--- config.mk ---
export PLATFORM = sky130hd
export DESIGN_NAME = per_sender_sequence_loss_tracker
export DESIGN_NICKNAME = d
export VERILOG_FILES = /design/src/rtl/psslt_pkg.sv /design/src/rtl/psslt_ctrl.sv /design/src/rtl/psslt_dp.sv /design/src/rtl/per_sender_sequence_loss_tracker.sv
export SDC_FILE = /design/constraint.sdc
export NUM_CORES = 1
export LEC_CHECK = 0
export BUFFER_PORTS_ARGS = -buffer_cell sky130_fd_sc_hd__buf_2
export CORE_MARGIN = 2
export CORE_UTILIZATION = 23
export DETAILED_ROUTE_END_ITERATION = 7
export PLACE_DENSITY = 0.37
export SYNTH_ARGS = -nofsm -noshare
export SYNTH_HDL_FRONTEND = slang
export SYNTH_SLANG_ARGS = --single-unit
--- constraint.sdc ---
create_clock -name i_clk -period 16.43 [get_ports i_clk]
set_clock_uncertainty 0.1 [all_clocks]
set_input_delay 3.286 -clock i_clk [delete_from_list [all_inputs] [get_ports i_clk]]
set_output_delay 3.286 -clock i_clk [all_outputs]
set_load 0.02 [all_outputs]
--- src/rtl/psslt_pkg.sv ---
// shared widths, result codes and controller/datapath signal groups for the loss tracker
`timescale 1ns / 1ps

package psslt_pkg;

    localparam int MAC_W  = 48;
    localparam int SEQ_W  = 32;
    localparam int LEN_W  = 8;
    localparam int CNT_W  = 32;
    localparam int STAT_W = 2;
    localparam int SLOT_W = 2;

    // input transfer: src_mac, seq_num, frame_len from the lowest bit up
    localparam int IN_W  = MAC_W + SEQ_W + LEN_W;
    // result transfer: status, slot, rx_count, missed_total, zero fill to whole bytes
    localparam int RES_W = STAT_W + SLOT_W + CNT_W + CNT_W;
    localparam int OUT_W = ((RES_W + 7) / 8) * 8;
    localparam int PAD_W = OUT_W - RES_W;

    localparam logic [LEN_W-1:0] MIN_LEN_RESET = 8'd28;

    typedef enum logic [STAT_W-1:0] {
        ST_TRACKED = 2'd0,
        ST_SHORT   = 2'd1,
        ST_FULL    = 2'd2
    } t_status;

    // commands from the controller to the datapath
    typedef struct packed {
        logic capture;
        logic start;
        logic scan;
        logic take_hit;
        logic take_free;
        logic fetch;
        logic gap;
        logic upd;
        logic res_short;
        logic res_full;
        logic load_out;
    } t_cmd;

    // status from the datapath to the controller
    typedef struct packed {
        logic short_frame;
        logic hit;
        logic last;
        logic free_found;
        logic out_free;
    } t_sts;

endpackage

--- src/rtl/psslt_ctrl.sv ---
// sequencing state machine for the loss tracker
`timescale 1ns / 1ps

module psslt_ctrl import psslt_pkg::*; (
    input  logic i_clk,
    input  logic i_rst_n,
    input  logic i_in_vld,
    output logic o_in_rdy,
    input  t_sts i_sts,
    output t_cmd o_cmd
);

    typedef enum logic [2:0] {
        S_IDLE,
        S_CHECK,
        S_SCAN,
        S_FETCH,
        S_GAP,
        S_UPD,
        S_DONE
    } t_state;

    t_state r_state;
    t_state n_state;
    logic   r_in_rdy;

    always_comb begin
        n_state = r_state;
        o_cmd   = '0;
        case (r_state)
            S_IDLE: begin
                if (i_in_vld && r_in_rdy) begin
                    o_cmd.capture = 1'b1;
                    n_state       = S_CHECK;
                end
            end
            S_CHECK: begin
                if (i_sts.short_frame) begin
                    o_cmd.res_short = 1'b1;
                    n_state         = S_DONE;
                end else begin
                    o_cmd.start = 1'b1;
                    n_state     = S_SCAN;
                end
            end
            S_SCAN: begin
                o_cmd.scan = 1'b1;
                if (i_sts.hit) begin
                    o_cmd.take_hit = 1'b1;
                    n_state        = S_FETCH;
                end else if (i_sts.last) begin
                    if (i_sts.free_found) begin
                        o_cmd.take_free = 1'b1;
                        n_state         = S_FETCH;
                    end else begin
                        o_cmd.res_full = 1'b1;
                        n_state        = S_DONE;
                    end
                end
            end
            S_FETCH: begin
                o_cmd.fetch = 1'b1;
                n_state     = S_GAP;
            end
            S_GAP: begin
                o_cmd.gap = 1'b1;
                n_state   = S_UPD;
            end
            S_UPD: begin
                o_cmd.upd = 1'b1;
                n_state   = S_DONE;
            end
            S_DONE: begin
                if (i_sts.out_free) begin
                    o_cmd.load_out = 1'b1;
                    n_state        = S_IDLE;
                end
            end
            default: begin
                n_state = S_IDLE;
            end
        endcase
    end

    always_ff @(posedge i_clk) begin
        if (!i_rst_n) begin
            r_state  <= S_IDLE;
            r_in_rdy <= 1'b1;
        end else begin
            r_state  <= n_state;
            r_in_rdy <= (n_state == S_IDLE);
        end
    end

    assign o_in_rdy = r_in_rdy;

endmodule

--- src/rtl/psslt_dp.sv ---
// slot table, address scan, counter update and result register for the loss tracker
`timescale 1ns / 1ps

module psslt_dp import psslt_pkg::*; #(
    parameter int SLOTS = 4
) (
    input  logic             i_clk,
    input  logic             i_rst_n,
    input  t_cmd             i_cmd,
    output t_sts             o_sts,
    input  logic             i_cfg_we,
    input  logic [LEN_W-1:0] i_cfg_wdata,
    input  logic [IN_W-1:0]  i_item,
    input  logic             i_out_rdy,
    output logic             o_out_vld,
    output logic [OUT_W-1:0] o_out_data
);

    localparam int IW = (SLOTS > 1) ? $clog2(SLOTS) : 1;
    localparam logic [IW-1:0] LAST = IW'(SLOTS - 1);

    // slot table
    logic [MAC_W-1:0] m_addr [SLOTS];
    logic [SEQ_W-1:0] m_seq  [SLOTS];
    logic [CNT_W-1:0] m_cnt  [SLOTS];
    logic [CNT_W-1:0] m_mis  [SLOTS];
    logic [SLOTS-1:0] r_used;

    logic [LEN_W-1:0] r_min;
    logic [MAC_W-1:0] r_mac;
    logic [SEQ_W-1:0] r_seq;
    logic [LEN_W-1:0] r_len;

    logic [IW-1:0]    r_scan_idx;
    logic             r_scan_done;
    logic             r_rd_vld;
    logic [IW-1:0]    r_rd_idx;
    logic [MAC_W-1:0] r_rd_mac;
    logic             r_free_vld;
    logic [IW-1:0]    r_free_idx;

    logic [IW-1:0]    r_slot;
    logic             r_new;
    logic [SEQ_W-1:0] r_q_seq;
    logic [CNT_W-1:0] r_q_cnt;
    logic [CNT_W-1:0] r_q_mis;
    logic             r_jump;
    logic [SEQ_W-1:0] r_gap;

    t_status           r_res_status;
    logic [SLOT_W-1:0] r_res_slot;
    logic [CNT_W-1:0]  r_res_cnt;
    logic [CNT_W-1:0]  r_res_mis;

    logic             r_out_vld;
    logic [OUT_W-1:0] r_out_data;

    logic             rd_free;
    logic [SEQ_W-1:0] last_plus1;
    logic [CNT_W-1:0] n_cnt;
    logic [CNT_W-1:0] n_mis;
    logic [IW+1:0]    slot_ext;

    assign rd_free    = r_rd_vld && !r_used[r_rd_idx];
    assign last_plus1 = r_q_seq + 32'd1;
    assign n_cnt      = r_q_cnt + 32'd1;
    assign n_mis      = r_q_mis + (r_jump ? r_gap : '0);
    // slot field carries the low bits of the index only
    assign slot_ext   = {2'b00, r_slot};

    assign o_sts.short_frame = (r_len < r_min);
    assign o_sts.hit         = r_rd_vld && r_used[r_rd_idx] && (r_rd_mac == r_mac);
    assign o_sts.last        = r_rd_vld && (r_rd_idx == LAST);
    assign o_sts.free_found  = r_free_vld || rd_free;
    assign o_sts.out_free    = !r_out_vld || i_out_rdy;

    // control state
    always_ff @(posedge i_clk) begin
        if (!i_rst_n) begin
            r_min       <= MIN_LEN_RESET;
            r_used      <= '0;
            r_scan_idx  <= '0;
            r_scan_done <= 1'b0;
            r_rd_vld    <= 1'b0;
            r_rd_idx    <= '0;
            r_free_vld  <= 1'b0;
            r_free_idx  <= '0;
            r_out_vld   <= 1'b0;
        end else begin
            if (i_cfg_we) begin
                r_min <= i_cfg_wdata;
            end
            if (i_cmd.start) begin
                r_scan_idx  <= '0;
                r_scan_done <= 1'b0;
                r_rd_vld    <= 1'b0;
                r_free_vld  <= 1'b0;
            end else if (i_cmd.scan) begin
                r_rd_vld <= !r_scan_done;
                r_rd_idx <= r_scan_idx;
                if (!r_scan_done) begin
                    if (r_scan_idx == LAST) begin
                        r_scan_done <= 1'b1;
                    end else begin
                        r_scan_idx <= r_scan_idx + 1'b1;
                    end
                end
                // remember the lowest free slot seen so far
                if (rd_free && !r_free_vld) begin
                    r_free_vld <= 1'b1;
                    r_free_idx <= r_rd_idx;
                end
            end
            if (i_cmd.fetch && r_new) begin
                r_used[r_slot] <= 1'b1;
            end
            if (i_cmd.load_out) begin
                r_out_vld <= 1'b1;
            end else if (i_out_rdy) begin
                r_out_vld <= 1'b0;
            end
        end
    end

    // payload and table
    always_ff @(posedge i_clk) begin
        if (i_cmd.capture) begin
            r_mac <= i_item[MAC_W-1:0];
            r_seq <= i_item[MAC_W+SEQ_W-1:MAC_W];
            r_len <= i_item[IN_W-1:MAC_W+SEQ_W];
        end
        if (i_cmd.scan && !r_scan_done) begin
            r_rd_mac <= m_addr[r_scan_idx];
        end
        if (i_cmd.take_hit) begin
            r_slot <= r_rd_idx;
            r_new  <= 1'b0;
        end else if (i_cmd.take_free) begin
            r_slot <= r_free_vld ? r_free_idx : r_rd_idx;
            r_new  <= 1'b1;
        end
        if (i_cmd.fetch) begin
            // a freshly claimed slot has never been written
            r_q_seq <= r_new ? '0 : m_seq[r_slot];
            r_q_cnt <= r_new ? '0 : m_cnt[r_slot];
            r_q_mis <= r_new ? '0 : m_mis[r_slot];
            if (r_new) begin
                m_addr[r_slot] <= r_mac;
            end
        end
        if (i_cmd.gap) begin
            r_jump <= (r_q_cnt != '0) && (r_seq > last_plus1);
            r_gap  <= r_seq - last_plus1;
        end
        if (i_cmd.upd) begin
            m_seq[r_slot] <= r_seq;
            m_cnt[r_slot] <= n_cnt;
            m_mis[r_slot] <= n_mis;
            r_res_status  <= ST_TRACKED;
            r_res_slot    <= slot_ext[SLOT_W-1:0];
            r_res_cnt     <= n_cnt;
            r_res_mis     <= n_mis;
        end else if (i_cmd.res_short || i_cmd.res_full) begin
            r_res_status <= i_cmd.res_short ? ST_SHORT : ST_FULL;
            r_res_slot   <= '0;
            r_res_cnt    <= '0;
            r_res_mis    <= '0;
        end
        if (i_cmd.load_out) begin
            r_out_data <= {{PAD_W{1'b0}}, r_res_mis, r_res_cnt, r_res_slot, r_res_status};
        end
    end

    assign o_out_vld  = r_out_vld;
    assign o_out_data = r_out_data;

endmodule

--- src/rtl/per_sender_sequence_loss_tracker.sv ---
// top level of the per-sender sequence loss tracker
`timescale 1ns / 1ps

// Usage:
//   s_axis carries one received frame per transfer: source address, sequence
//   number and frame length. m_axis returns exactly one result per frame:
//   status, slot, frame count and missed total of that sender.
//   i_cfg_we / i_cfg_wdata set the minimum frame length; write only while idle.
// Timing:
//   one frame at a time. A short frame is settled in the check state, and its result
//   passes the result register into the output register. Otherwise the sender table
//   is scanned one slot per cycle through the address memory; a hit ends the scan at
//   that sender's slot, a new sender or a full table is settled at the last slot.
//   A tracked frame then passes the fetch, gap and update states. s_axis_tready
//   rises on the same edge that loads the result.
// Reset:
//   all slots free, minimum length 28, no result pending. The table needs no
//   clearing pass, the block is ready in the first cycle after reset.
// Back-pressure:
//   a finished result waits in the output register while the next frame is
//   already taken in and processed; only when a second result is ready and
//   m_axis is still stalled does the block stop taking frames.
module per_sender_sequence_loss_tracker import psslt_pkg::*; #(
    parameter int SLOTS = 4
) (
    input  logic             i_clk,
    input  logic             i_rst_n,
    input  logic             s_axis_tvalid,
    output logic             s_axis_tready,
    // src_mac[47:0], seq_num[79:48], frame_len[87:80]
    input  logic [IN_W-1:0]  s_axis_tdata,
    output logic             m_axis_tvalid,
    input  logic             m_axis_tready,
    // status[1:0], slot[3:2], rx_count[35:4], missed_total[67:36], zero fill
    output logic [OUT_W-1:0] m_axis_tdata,
    input  logic             i_cfg_we,
    input  logic [LEN_W-1:0] i_cfg_wdata
);

    t_cmd cmd;
    t_sts sts;

    psslt_ctrl u_ctrl (
        .i_clk    (i_clk),
        .i_rst_n  (i_rst_n),
        .i_in_vld (s_axis_tvalid),
        .o_in_rdy (s_axis_tready),
        .i_sts    (sts),
        .o_cmd    (cmd)
    );

    psslt_dp #(
        .SLOTS (SLOTS)
    ) u_dp (
        .i_clk       (i_clk),
        .i_rst_n     (i_rst_n),
        .i_cmd       (cmd),
        .o_sts       (sts),
        .i_cfg_we    (i_cfg_we),
        .i_cfg_wdata (i_cfg_wdata),
        .i_item      (s_axis_tdata),
        .i_out_rdy   (m_axis_tready),
        .o_out_vld   (m_axis_tvalid),
        .o_out_data  (m_axis_tdata)
    );

endmodule

# Word level (Yosys, flattened, before mapping)
# Memories as Yosys holds them, arrays and structs flattened. A register that Yosys moved wholly into a read port is not among the register bits.
# Index checks and enable logic that the tools add are counted.
[word_totals] n_memories=4 ramBits=576 regBits=286 input_bits=101 out_inout_bits=74
[mem_list] memory="u_dp.m_addr" depth=4 word_bits=48 read_ports=1 rd_clocked_by_memory_dff=1 wr=1 line_no="psslt_dp.sv:23" rtl="logic [MAC_W-1:0] m_addr [SLOTS];"
[mem_list] memory="u_dp.m_cnt" depth=4 word_bits=32 read_ports=1 rd_clocked_by_memory_dff=1 wr=1 line_no="psslt_dp.sv:25" rtl="logic [CNT_W-1:0] m_cnt [SLOTS];"
[mem_list] memory="u_dp.m_mis" depth=4 word_bits=32 read_ports=1 rd_clocked_by_memory_dff=1 wr=1 line_no="psslt_dp.sv:26" rtl="logic [CNT_W-1:0] m_mis [SLOTS];"
[mem_list] memory="u_dp.m_seq" depth=4 word_bits=32 read_ports=1 rd_clocked_by_memory_dff=1 wr=1 line_no="psslt_dp.sv:24" rtl="logic [SEQ_W-1:0] m_seq [SLOTS];"
[classes] eq_ne=9 n_addsub=5 reduce_logical=28 muxes=50 order_cmp=5 n_bitwise=5
[ops] op="$mux W32" count=4
[ops] op="$add A32 B1 Y32 const B" count=2
[ops] op="$eq A48 B48 Y1" count=1
[ops] op="$add A32 B32 Y32" count=1
[ops] op="$gt A32 B32 Y1" count=1
[ops] op="$reduce_bool A32 Y1" count=1
[ops] op="$sub A32 B32 Y32" count=1
[ops] op="$mux W1" count=30
[ops] op="$mux W3" count=7
[ops] op="$pmux W3 S7" count=1
[ops] op="$mux W2" count=6
[ops] op="$logic_and A1 B1 Y1" count=10
[ops] op="$eq A3 B3 Y1 const B" count=3
[ops] op="$lt A8 B8 Y1" count=1
[ops] op="$eq A3 B2 Y1 const B" count=2
[ops] op="$logic_not A3 Y1" count=2
[ops] op="$lt A2 B3 Y1 const B" count=2
[ops] op="$reduce_and A3 Y1" count=2
[ops] op="$reduce_bool A2 Y1" count=3
[ops] op="$eq A2 B2 Y1 const B" count=2
[ops] op="$logic_not A1 Y1" count=4
[ops] op="$not A1 Y1" count=4
[ops] op="$or A4 B4 Y4" count=1
[ops] op="$reduce_and A2 Y1" count=2
[ops] op="other kinds (7)" count=9

# Logic depth before layout (Yosys ltp)
# Gate-level depths: netlist of the first run.
[logic_depth] word_depth=12 ltp_mapped=16 mapped_depth_nobuf=16

# Hierarchy
# A second synthesis of the first run with hierarchy kept.
[unflattened] hier_cells=2247 area_unflattened_um2=40527.6
[by_module_without_submodules] module="psslt_dp" area_each_um2=40218.6 seq_area_each_um2=29838.6 cells_each=2210 instances=1
[by_module_without_submodules] module="psslt_ctrl" area_each_um2=309.0 seq_area_each_um2=80.1 cells_each=37 instances=1

# Worst setup path after synthesis of the first run
# OpenSTA, ideal clock, no wires.
[synth_timing] path_type="input to register" startpoint="in s_axis_tvalid" endpoint="reg u_ctrl.r_in_rdy, in the netlist u_ctrl.o_in_rdy" path_slack_ns=3.715 path_buffers=0 t_arrival_ns=12.493 cell_stages=4 cell_sequence="nand2_1 -> nor4_1 -> nor4_1 -> a31o_2"
[synth_between] elab_chain_len=4
[synth_lines] item="start, declared" line_no="per_sender_sequence_loss_tracker.sv:28" rtl="input logic s_axis_tvalid,"
[synth_lines] item="$logic_and A1 B1 Y1" line_no="psslt_ctrl.sv:32" rtl="if (i_in_vld && r_in_rdy) begin"
[synth_lines] item="$mux W3" line_no="psslt_ctrl.sv:32"
[synth_lines] item="$pmux W3 S7" line_no="psslt_ctrl.sv:30" rtl="case (r_state)"
[synth_lines] item="$logic_not A3 Y1" line_no="psslt_ctrl.sv:91" rtl="r_in_rdy <= (n_state == S_IDLE);"
[synth_lines] item="end signal, assigned" line_no="psslt_ctrl.sv:91"
[synth_lines] item="end, declared" line_no="psslt_ctrl.sv:25" rtl="logic r_in_rdy;"
# Every way passes these cells.
# A chain may end at the register's enable or synchronous reset.

# Worst setup path after layout of the first run
[layout_timing] startpoint="reg u_dp.r_out_data[65], in the netlist u_dp.o_out_data[65]" endpoint="out m_axis_tdata[65]"
[layout_lines] item="start, declared" line_no="psslt_dp.sv:56" rtl="logic [OUT_W-1:0] r_out_data;"
[layout_lines] item="start signal, assigned" line_no="psslt_dp.sv:170" rtl="r_out_data <= {{PAD_W{1'b0}}, r_res_mis, r_res_cnt, r_res_slot, r_res_status};"
[layout_lines] item="end, declared" line_no="per_sender_sequence_loss_tracker.sv:35" rtl="output logic [OUT_W-1:0] m_axis_tdata,"
# No word-level cell between the ends.

==> results of run 1 <==
## synth_stat cells (7+ instances only)
master    instances
edfxtp_1        977
mux4_2          145
nor2b_1         112
and2_1           90
nand2_1          81
xor2_1           77
xnor2_1          76
ha_1             74
nor2_1           74
a21oi_1          73
clkbuf_1         54
inv_1            45
o21ai_0          42
nand3_1          37
dfxtp_1          29
nor3_1           29
a21o_1           27
nand4_1          27
nor4_1           20
and3_1           19
buf_1            16
mux2i_1          15
o21a_1           15
nand2b_1         13
a211oi_1         12
or3_1             9
o21bai_1          8
a31oi_1           7
## kinds of logic after synthesis
| logic type | synth area share |
|---|---|
| flip-flops | 0.737 |
| other | 0.0000924 |
| adder cells (fa/ha/maj) | 0.0238 |
| AO/OA/AOI/OAI | 0.0357 |
| AND/OR/NAND/NOR | 0.0731 |
| XOR/XNOR | 0.0334 |
| multiplexers | 0.0847 |
| buffers and inverters | 0.0117 |
## worst max path at each step
stage | endpoint | slack (ns) | cells past startpoint
after floorplan | u_ctrl.o_in_rdy | 3.71 | 4
after global placement | u_dp.r_seq[27] | 11.14 | 4
after detailed placement | u_dp.r_seq[29] | 11.08 | 4
after CTS | m_axis_tdata[67] | 11.51 | 1
after global routing | u_dp.r_gap[28] | 11.39 | 15
final | m_axis_tdata[65] | 11.62 | 1
## registers in the layout, summed over array words and instances (netlist names), 3 cells and up
register	flops
u_dp.m_addr	192
u_dp.m_cnt	128
u_dp.m_mis	128
u_dp.m_seq	128
u_dp.o_out_data	68
u_dp.r_mac	48
u_dp.r_rd_mac	48
u_dp.r_gap	32
u_dp.r_q_cnt	32
u_dp.r_q_mis	32
u_dp.r_q_seq	32
u_dp.r_res_cnt	32
u_dp.r_res_mis	32
u_dp.r_seq	32
u_dp.r_len	8
u_dp.r_min	8
u_dp.r_used	4
u_ctrl.r_state	3
## routing by layer
layer | GRT usage | up-vias | part of all wire
li1 | - | 9412 | -
met1 | 0.145 | 10700 | 0.44
met2 | 0.190 | 383 | 0.49
met3 | 0.0198 | 150 | 0.036
met4 | 0.0378 | 0 | 0.027
met5 | 0 | - | 0
## area by class of cell
| class | count | area, µm² | area share |
|---|---|---|---|
| Sequential cell | 1006 | 29900 | 0.620 |
| Multi-Input combinational cell | 1159 | 10300 | 0.213 |
| Clock buffer | 133 | 2980 | 0.0617 |
| Tap cell | 2340 | 2930 | 0.0607 |
| Timing Repair Buffer | 196 | 1060 | 0.0219 |
| Clock inverter | 83 | 916 | 0.0190 |
| Inverter | 45 | 169 | 0.00350 |
| Antenna cell | 2 | 5.00 | 0.000104 |
## through the flow
step                setup slack (ns)  power (W)  cell area (µm²)
CTS                            11.51    0.00620            48300
global route                   11.39    0.00633            48300
floorplan                       3.71    0.00336            40600
detailed placement             11.08    0.00352            44400
global placement               11.14    0.00352            44400
finish                         11.62    0.00608            48300
## power by group
| group | total, W | switching, W | internal [W] |
|---|---|---|---|
| logic | 0.000407 | 0.000259 | 0.000148 |
| registers | 0.00305 | 0.0000803 | 0.00297 |
| clock network | 0.00262 | 0.00110 | 0.00153 |
==> results.sh, run 1 <==
export IMPL_outcome="finished, final reports clean"
export IMPL_ctsResizeCount=0
export IMPL_slew_violations=0
export IMPL_nNetsFinal=2700
export IMPL_avgSynthCellArea_um2=17.8
export IMPL_p_per_area_nw_per_um2=126
export IMPL_synth_edf_count=977
export IMPL_initial_core_util=0.231
export IMPL_drive_above_1_share=0.212
export IMPL_cts_setup_buffers=0
export IMPL_worstPathMaxFanout=1
export IMPL_p_leak_nw=15.8
export IMPL_num_fill_cells=17600
export IMPL_via_per_inst=4.16
export IMPL_synthCells=2283
export IMPL_whs_path_depth=0
export IMPL_cts_clk_slew_worst_paths_ns=0.06
export IMPL_end_kind="output port"
export IMPL_finalCritPeriodShare=0.293
export IMPL_dieArea_um2=180000
export IMPL_grt_pass1_wl_um=150000
export IMPL_drc=0
export IMPL_routed_wl_um=102000
export IMPL_r2r_start="u_dp.r_q_seq[3]"
export IMPL_final_common_cell="edfxtp_1"
export IMPL_fin_util=0.275
export IMPL_final_min_clock_period_ns=4.81
export IMPL_crit_reg2reg_capture="u_dp.r_gap[28]"
export IMPL_grt_max_degree=104
export IMPL_yosysTopAreaCell="edfxtp_1"
export IMPL_mostFrequentLayoutCells="977 x edfxtp_1, 170 x buf_2, 145 x mux4_2"
export IMPL_min_path_type="reg -> reg"
export IMPL_rrSetupSlack_ns=11.64
export IMPL_clk_latency_ns=0.76
export IMPL_grt_ovfl_total=0
export IMPL_yosysTopAreaCellShare=0.723
export IMPL_synth_warnings=0
export IMPL_cp_arrival_ns=1.42
export IMPL_ant_nets=0
export IMPL_crit_slowest_cell="edfxtp_1"
export IMPL_ioPinCount=175
export IMPL_hold_violations=0
export IMPL_wire_per_inst_um=20.6
export IMPL_ys_seq_area_frac=0.737
export IMPL_cts_tree="done"
export IMPL_holdPathEnd="u_dp.o_out_data[51]"
export IMPL_fin_cells=4964
export IMPL_cp_startpoint="u_dp.o_out_data[65]"
export IMPL_ys_ff_latch=1006
export IMPL_port_buffers=170
export IMPL_cts_buffers=115
export IMPL_max_stage_delay_ns=0.46
export IMPL_ys_async_sr_fraction=0
export IMPL_final_setup_viol_count=0
export IMPL_required_ns=13.04
export IMPL_clockBufferDepth=3
export IMPL_reg2reg_depth=15
export IMPL_areaGrowthSynthToFinish_pct=19.0
export IMPL_die_y_um=424
export IMPL_grt_pass1_vias=22000
export IMPL_cp_cell_sequence="buf_2"
export IMPL_hpwl_um=61200
export IMPL_maxCapViolations=0
export IMPL_routed_via_count=20600
export IMPL_rsz0062_at_grt="no"
export IMPL_cts_sinks=1006
export IMPL_start_kind="register"
export IMPL_timing_hold_ws_ns=0.312
export IMPL_yosysUniqueCellTypes=69
export IMPL_tns_ns=0
export IMPL_antenna_found_initial=8
export IMPL_synthesis_area_um2=40600
export IMPL_synth_top_flop_cell="edfxtp_1"
export IMPL_hold_buffers=0
export IMPL_first_iter_violations=1356
export IMPL_grtUsageTotal=0.113
export IMPL_holdCritStartpoint="u_dp.r_res_mis[15]"
export IMPL_timing_fmax_mhz=208
export IMPL_relSlewSlack=0.236
export IMPL_fp_dieW_um=424
export IMPL_core_area_um2=176000
export IMPL_rows=154
export IMPL_gp_congestion=0.787
export IMPL_dp_cells=4746
export IMPL_synthTopCellsByArea="edfxtp_1 72%, mux4_2 8.0%, ha_1 2.3%"
export IMPL_first_pass_iters=6
export IMPL_peakVddDrop_mv=0.0851
export IMPL_crit_family="flip-flops"
export IMPL_worst_path_buf_inv=1
export IMPL_worst_slew_pin_slew_ns=1.15
export IMPL_clockRootBuffer="clkbuf_16"
export IMPL_cts_max_level=3
export IMPL_worstSetupPathType="reg -> out"
(Power assumes the default switching activity.)
==> inputs of run 2 (changes only) <==
Settings changed: ABC_AREA set to 1, PLACE_DENSITY 0.37 to 0.38.
Clock period 16.43 ns to 3.9 ns, I/O delays scaled along.
==> run 2 against run 1 <==
Register-to-register slack got worse by 11 ns. Worst hold slack lost 0.23 ns. Via count grew 21%. Final cell count up 19%. Non-clock buffer count up 25. Cell area rose by 2.3%. Critical path depth up 14. Synthesized cell count increased by 41%. Wire length up 11%. Combinational power increased to 10 times the previous value. Core utilization grew 0.18 points. Global-route usage rose by 0.99 points. Critical path type is now reg -> reg. Highest routed layer is now met5.
==> results.sh, run 2 <==
export IMPL_outcome="finished, final reports clean"
export IMPL_cts_sinks=1006
export IMPL_crit_slowest_cell="nor4_2"
export IMPL_rrSetupSlack_ns=0.33
export IMPL_clockRootBuffer="clkbuf_16"
export IMPL_nNetsFinal=3649
export IMPL_yosysTopAreaCellShare=0.709
export IMPL_yosysUniqueCellTypes=52
export IMPL_final_cell_area_um2=49400
export IMPL_multi_input_area_um2=9910
export IMPL_cp_arrival_ns=4.07
export IMPL_die_y_um=428
export IMPL_drc=0
export IMPL_fp_dieW_um=428
export IMPL_r2r_start="u_dp.r_q_seq[5]"
export IMPL_mostFrequentLayoutCells="977 x edfxtp_1, 446 x nand2_1, 330 x inv_1"
export IMPL_netSwitchingFraction=0.280
export IMPL_avgSynthCellArea_um2=12.8
export IMPL_top_register="u_dp.m_addr"
export IMPL_crit_top_cell="nand2_1"
export IMPL_largest_reg_flops=192
export IMPL_worst_slew_pin_slew_ns=1.00
export IMPL_cts_clk_slew_worst_paths_ns=0.06
export IMPL_grt_ovfl_total=0
export IMPL_wire_per_inst_um=19.2
export IMPL_initial_core_util=0.232
export IMPL_p_comb_frac=0.142
export IMPL_ys_seq_area_frac=0.723
export IMPL_core_area_um2=179000
export IMPL_num_fill_cells=18400
export IMPL_first_iter_violations=1564
export IMPL_ioPinCount=175
export IMPL_synth_area_mux_share=0
export IMPL_cts_max_level=3
export IMPL_hold_violations=0
export IMPL_slew_violations=0
export IMPL_fin_util=0.276
export IMPL_antenna_found_initial=10
export IMPL_synthTopCellsByArea="edfxtp_1 71%, nand2_1 4.0%, a22oi_1 3.5%"
export IMPL_ys_async_sr_fraction=0
export IMPL_via_per_inst=4.22
export IMPL_synth_top_flop_cell="edfxtp_1"
export IMPL_reg2reg_depth=15
export IMPL_placed_area_um2=45600
export IMPL_p_per_area_nw_per_um2=587
export IMPL_synth_top_family_by_area="simple AND/OR/NAND/NOR gates"
export IMPL_areaGrowthSynthToFinish_pct=19.4
export IMPL_gp_congestion=0.824
export IMPL_crit_reg2reg_capture="u_dp.r_gap[25]"
export IMPL_end_kind="register"
export IMPL_timing_fmax_mhz=280
export IMPL_rsz0062_at_grt="no"
export IMPL_seqPwrFrac=0.482
export IMPL_ant_nets=0
export IMPL_drive_above_1_share=0.128
export IMPL_rows=155
export IMPL_clk_latency_ns=0.77
export IMPL_dp_cells=5708
export IMPL_cts_buffers=116
export IMPL_grt_pass1_vias=25600
export IMPL_p_leak_nw=17.6
export IMPL_synth_most_common_cell="edfxtp_1"
export IMPL_final_min_clock_period_ns=3.57
export IMPL_yosysTopAreaCell="edfxtp_1"
export IMPL_regArea_um2=29900
export IMPL_peakVddDrop_mv=0.388
export IMPL_synth_compound_area_frac=0.0969
export IMPL_synthAdderAreaFrac=0.0234
export IMPL_worstPathMaxFanout=4
export IMPL_p_int_w=0.0209
export IMPL_hpwl_um=72200
export IMPL_synthCells=3230
export IMPL_routed_via_count=25000
export IMPL_fin_cells=5922
export IMPL_timing_hold_ws_ns=0.0841
export IMPL_min_path_type="in -> reg"
export IMPL_first_pass_iters=5
export IMPL_cp_cell_sequence="inv_1 > nor4_2 > nand2_1 > nor2_4 > nand2_1 > xor2_1 > ha_1 > nand2_1 > nor2_1 > nand2_1 > o21ai_1 > a21oi_1 > o21ai_1 > nand2_1 > nand2_1"
export IMPL_ys_ff_latch=1006
export IMPL_max_stage_delay_ns=0.45
export IMPL_relSlewSlack=0.332
export IMPL_synth_warnings=0
export IMPL_dieArea_um2=183000
export IMPL_start_kind="register"
export IMPL_required_ns=4.40
export IMPL_synthesis_area_um2=41400
export IMPL_cts_tree="done"
export IMPL_synth_edf_count=977
export IMPL_synth_common_cells="977 x edfxtp_1, 446 x nand2_1, 330 x inv_1, 318 x nor2_1, 223 x a21oi_1"
export IMPL_finalCritPeriodShare=0.916
export IMPL_synthSimpleGateAreaFrac=0.0981
export IMPL_grt_max_degree=97
export IMPL_endpoint="u_dp.r_gap[25]"
export IMPL_final_setup_viol_count=0
export IMPL_grtUsageTotal=0.123
export IMPL_cp_startpoint="u_dp.r_q_seq[5]"
export IMPL_clockBufferDepth=3
export IMPL_port_buffers=170
export IMPL_final_common_cell="edfxtp_1"
export IMPL_synthXorXnorAreaFrac=0.0178
export IMPL_grt_pass1_wl_um=169000
export IMPL_tns_ns=0
export IMPL_p_sw_w=0.00812
export IMPL_maxCapViolations=0
export IMPL_pwr_share_clk=0.376
export IMPL_routed_wl_um=114000
export IMPL_worstSetupPathType="reg -> reg"
export IMPL_cts_setup_buffers=0
==> run 2: cell type report <==
| cell class | count | area share |
|---|---|---|
| clock buffer | 140 | 0.0606 |
| inverter | 339 | 0.0258 |
| timing repair buffer | 221 | 0.0306 |
| tap | 2355 | 0.0597 |
| multi-input combinational | 1788 | 0.201 |
| clock inverter | 71 | 0.0165 |
| antenna | 2 | 0.000101 |
| sequential | 1006 | 0.606 |
==> run 2: worst min path at each step <==
stage | end | slack [ns] | from | depth (start not counted)
3_3_place_gp | u_dp.o_out_data[14] | 0.30 | u_dp.r_res_cnt[10] | 0
2_1_floorplan | u_dp.o_out_data[10] | 0.30 | u_dp.r_res_cnt[6] | 0
4_1_cts | u_dp.r_mac[42] | 0.001 | s_axis_tdata[42] | 1
5_1_grt | u_dp.r_mac[44] | 0.02 | s_axis_tdata[44] | 1
3_5_place_dp | u_dp.o_out_data[10] | 0.30 | u_dp.r_res_cnt[6] | 0
6_report | u_dp.r_mac[42] | 0.08 | s_axis_tdata[42] | 1
==> run 2: logic make-up (layout without fill, tap and decap cells) <==
group / Yosys count / count (layout)
AO/OA/AOI/OAI: 673 / 673
buffers and inverters: 439 / 771
AND/OR/NAND/NOR: 952 / 952
flip-flops: 1006 / 1006
other: 1 / 6
XOR/XNOR: 83 / 83
adder cells (fa/ha/maj): 76 / 76
==> run 2: power by group through the flow <==
stage	sequential, W	clock (W)	combinational, W
after floorplan	0.0140	0	0.00266
after global placement	0.0142	0	0.00422
after detailed placement	0.0142	0	0.00421
after CTS	0.0140	0.0113	0.00423
after global routing	0.0141	0.0117	0.00467
final	0.0140	0.0109	0.00410
==> run 2: metrics by stage <==
stage	power (W)	worst slack [ns]
floorplan	0.0166	0.155
global placement	0.0184	0.236
detailed placement	0.0184	0.196
CTS	0.0295	0.171
global route	0.0305	0.00687
finish	0.0290	0.328
==> run 2: critical path: cells and delay by family, from the launching register on <==
family          cells  cell delay, ns
simple gates        9            1.51
compound gates      3            0.78
flops               1            0.39
fa+ha+maj           1            0.39
xor+xnor            1            0.15
buf+inv             1            0.08
==> run 2: repair_timing <==
item	CTS	global route
endpoints found under the setup margin	0	2
resized for setup	0	1
hold buffers	1	0
hold endpoints to repair	1	0
==> run 2: per-layer routing <==
metal | wire length, µm | share of wire | global-route usage | up-vias
li1 | - | - | - | 12100
met2 | 54300 | 0.48 | 0.204 | 372
met3 | 3690 | 0.032 | 0.0212 | 158
met5 | 34 | 0.00030 | 0 | -
met1 | 53000 | 0.47 | 0.163 | 12400
met4 | 2710 | 0.024 | 0.0345 | 6
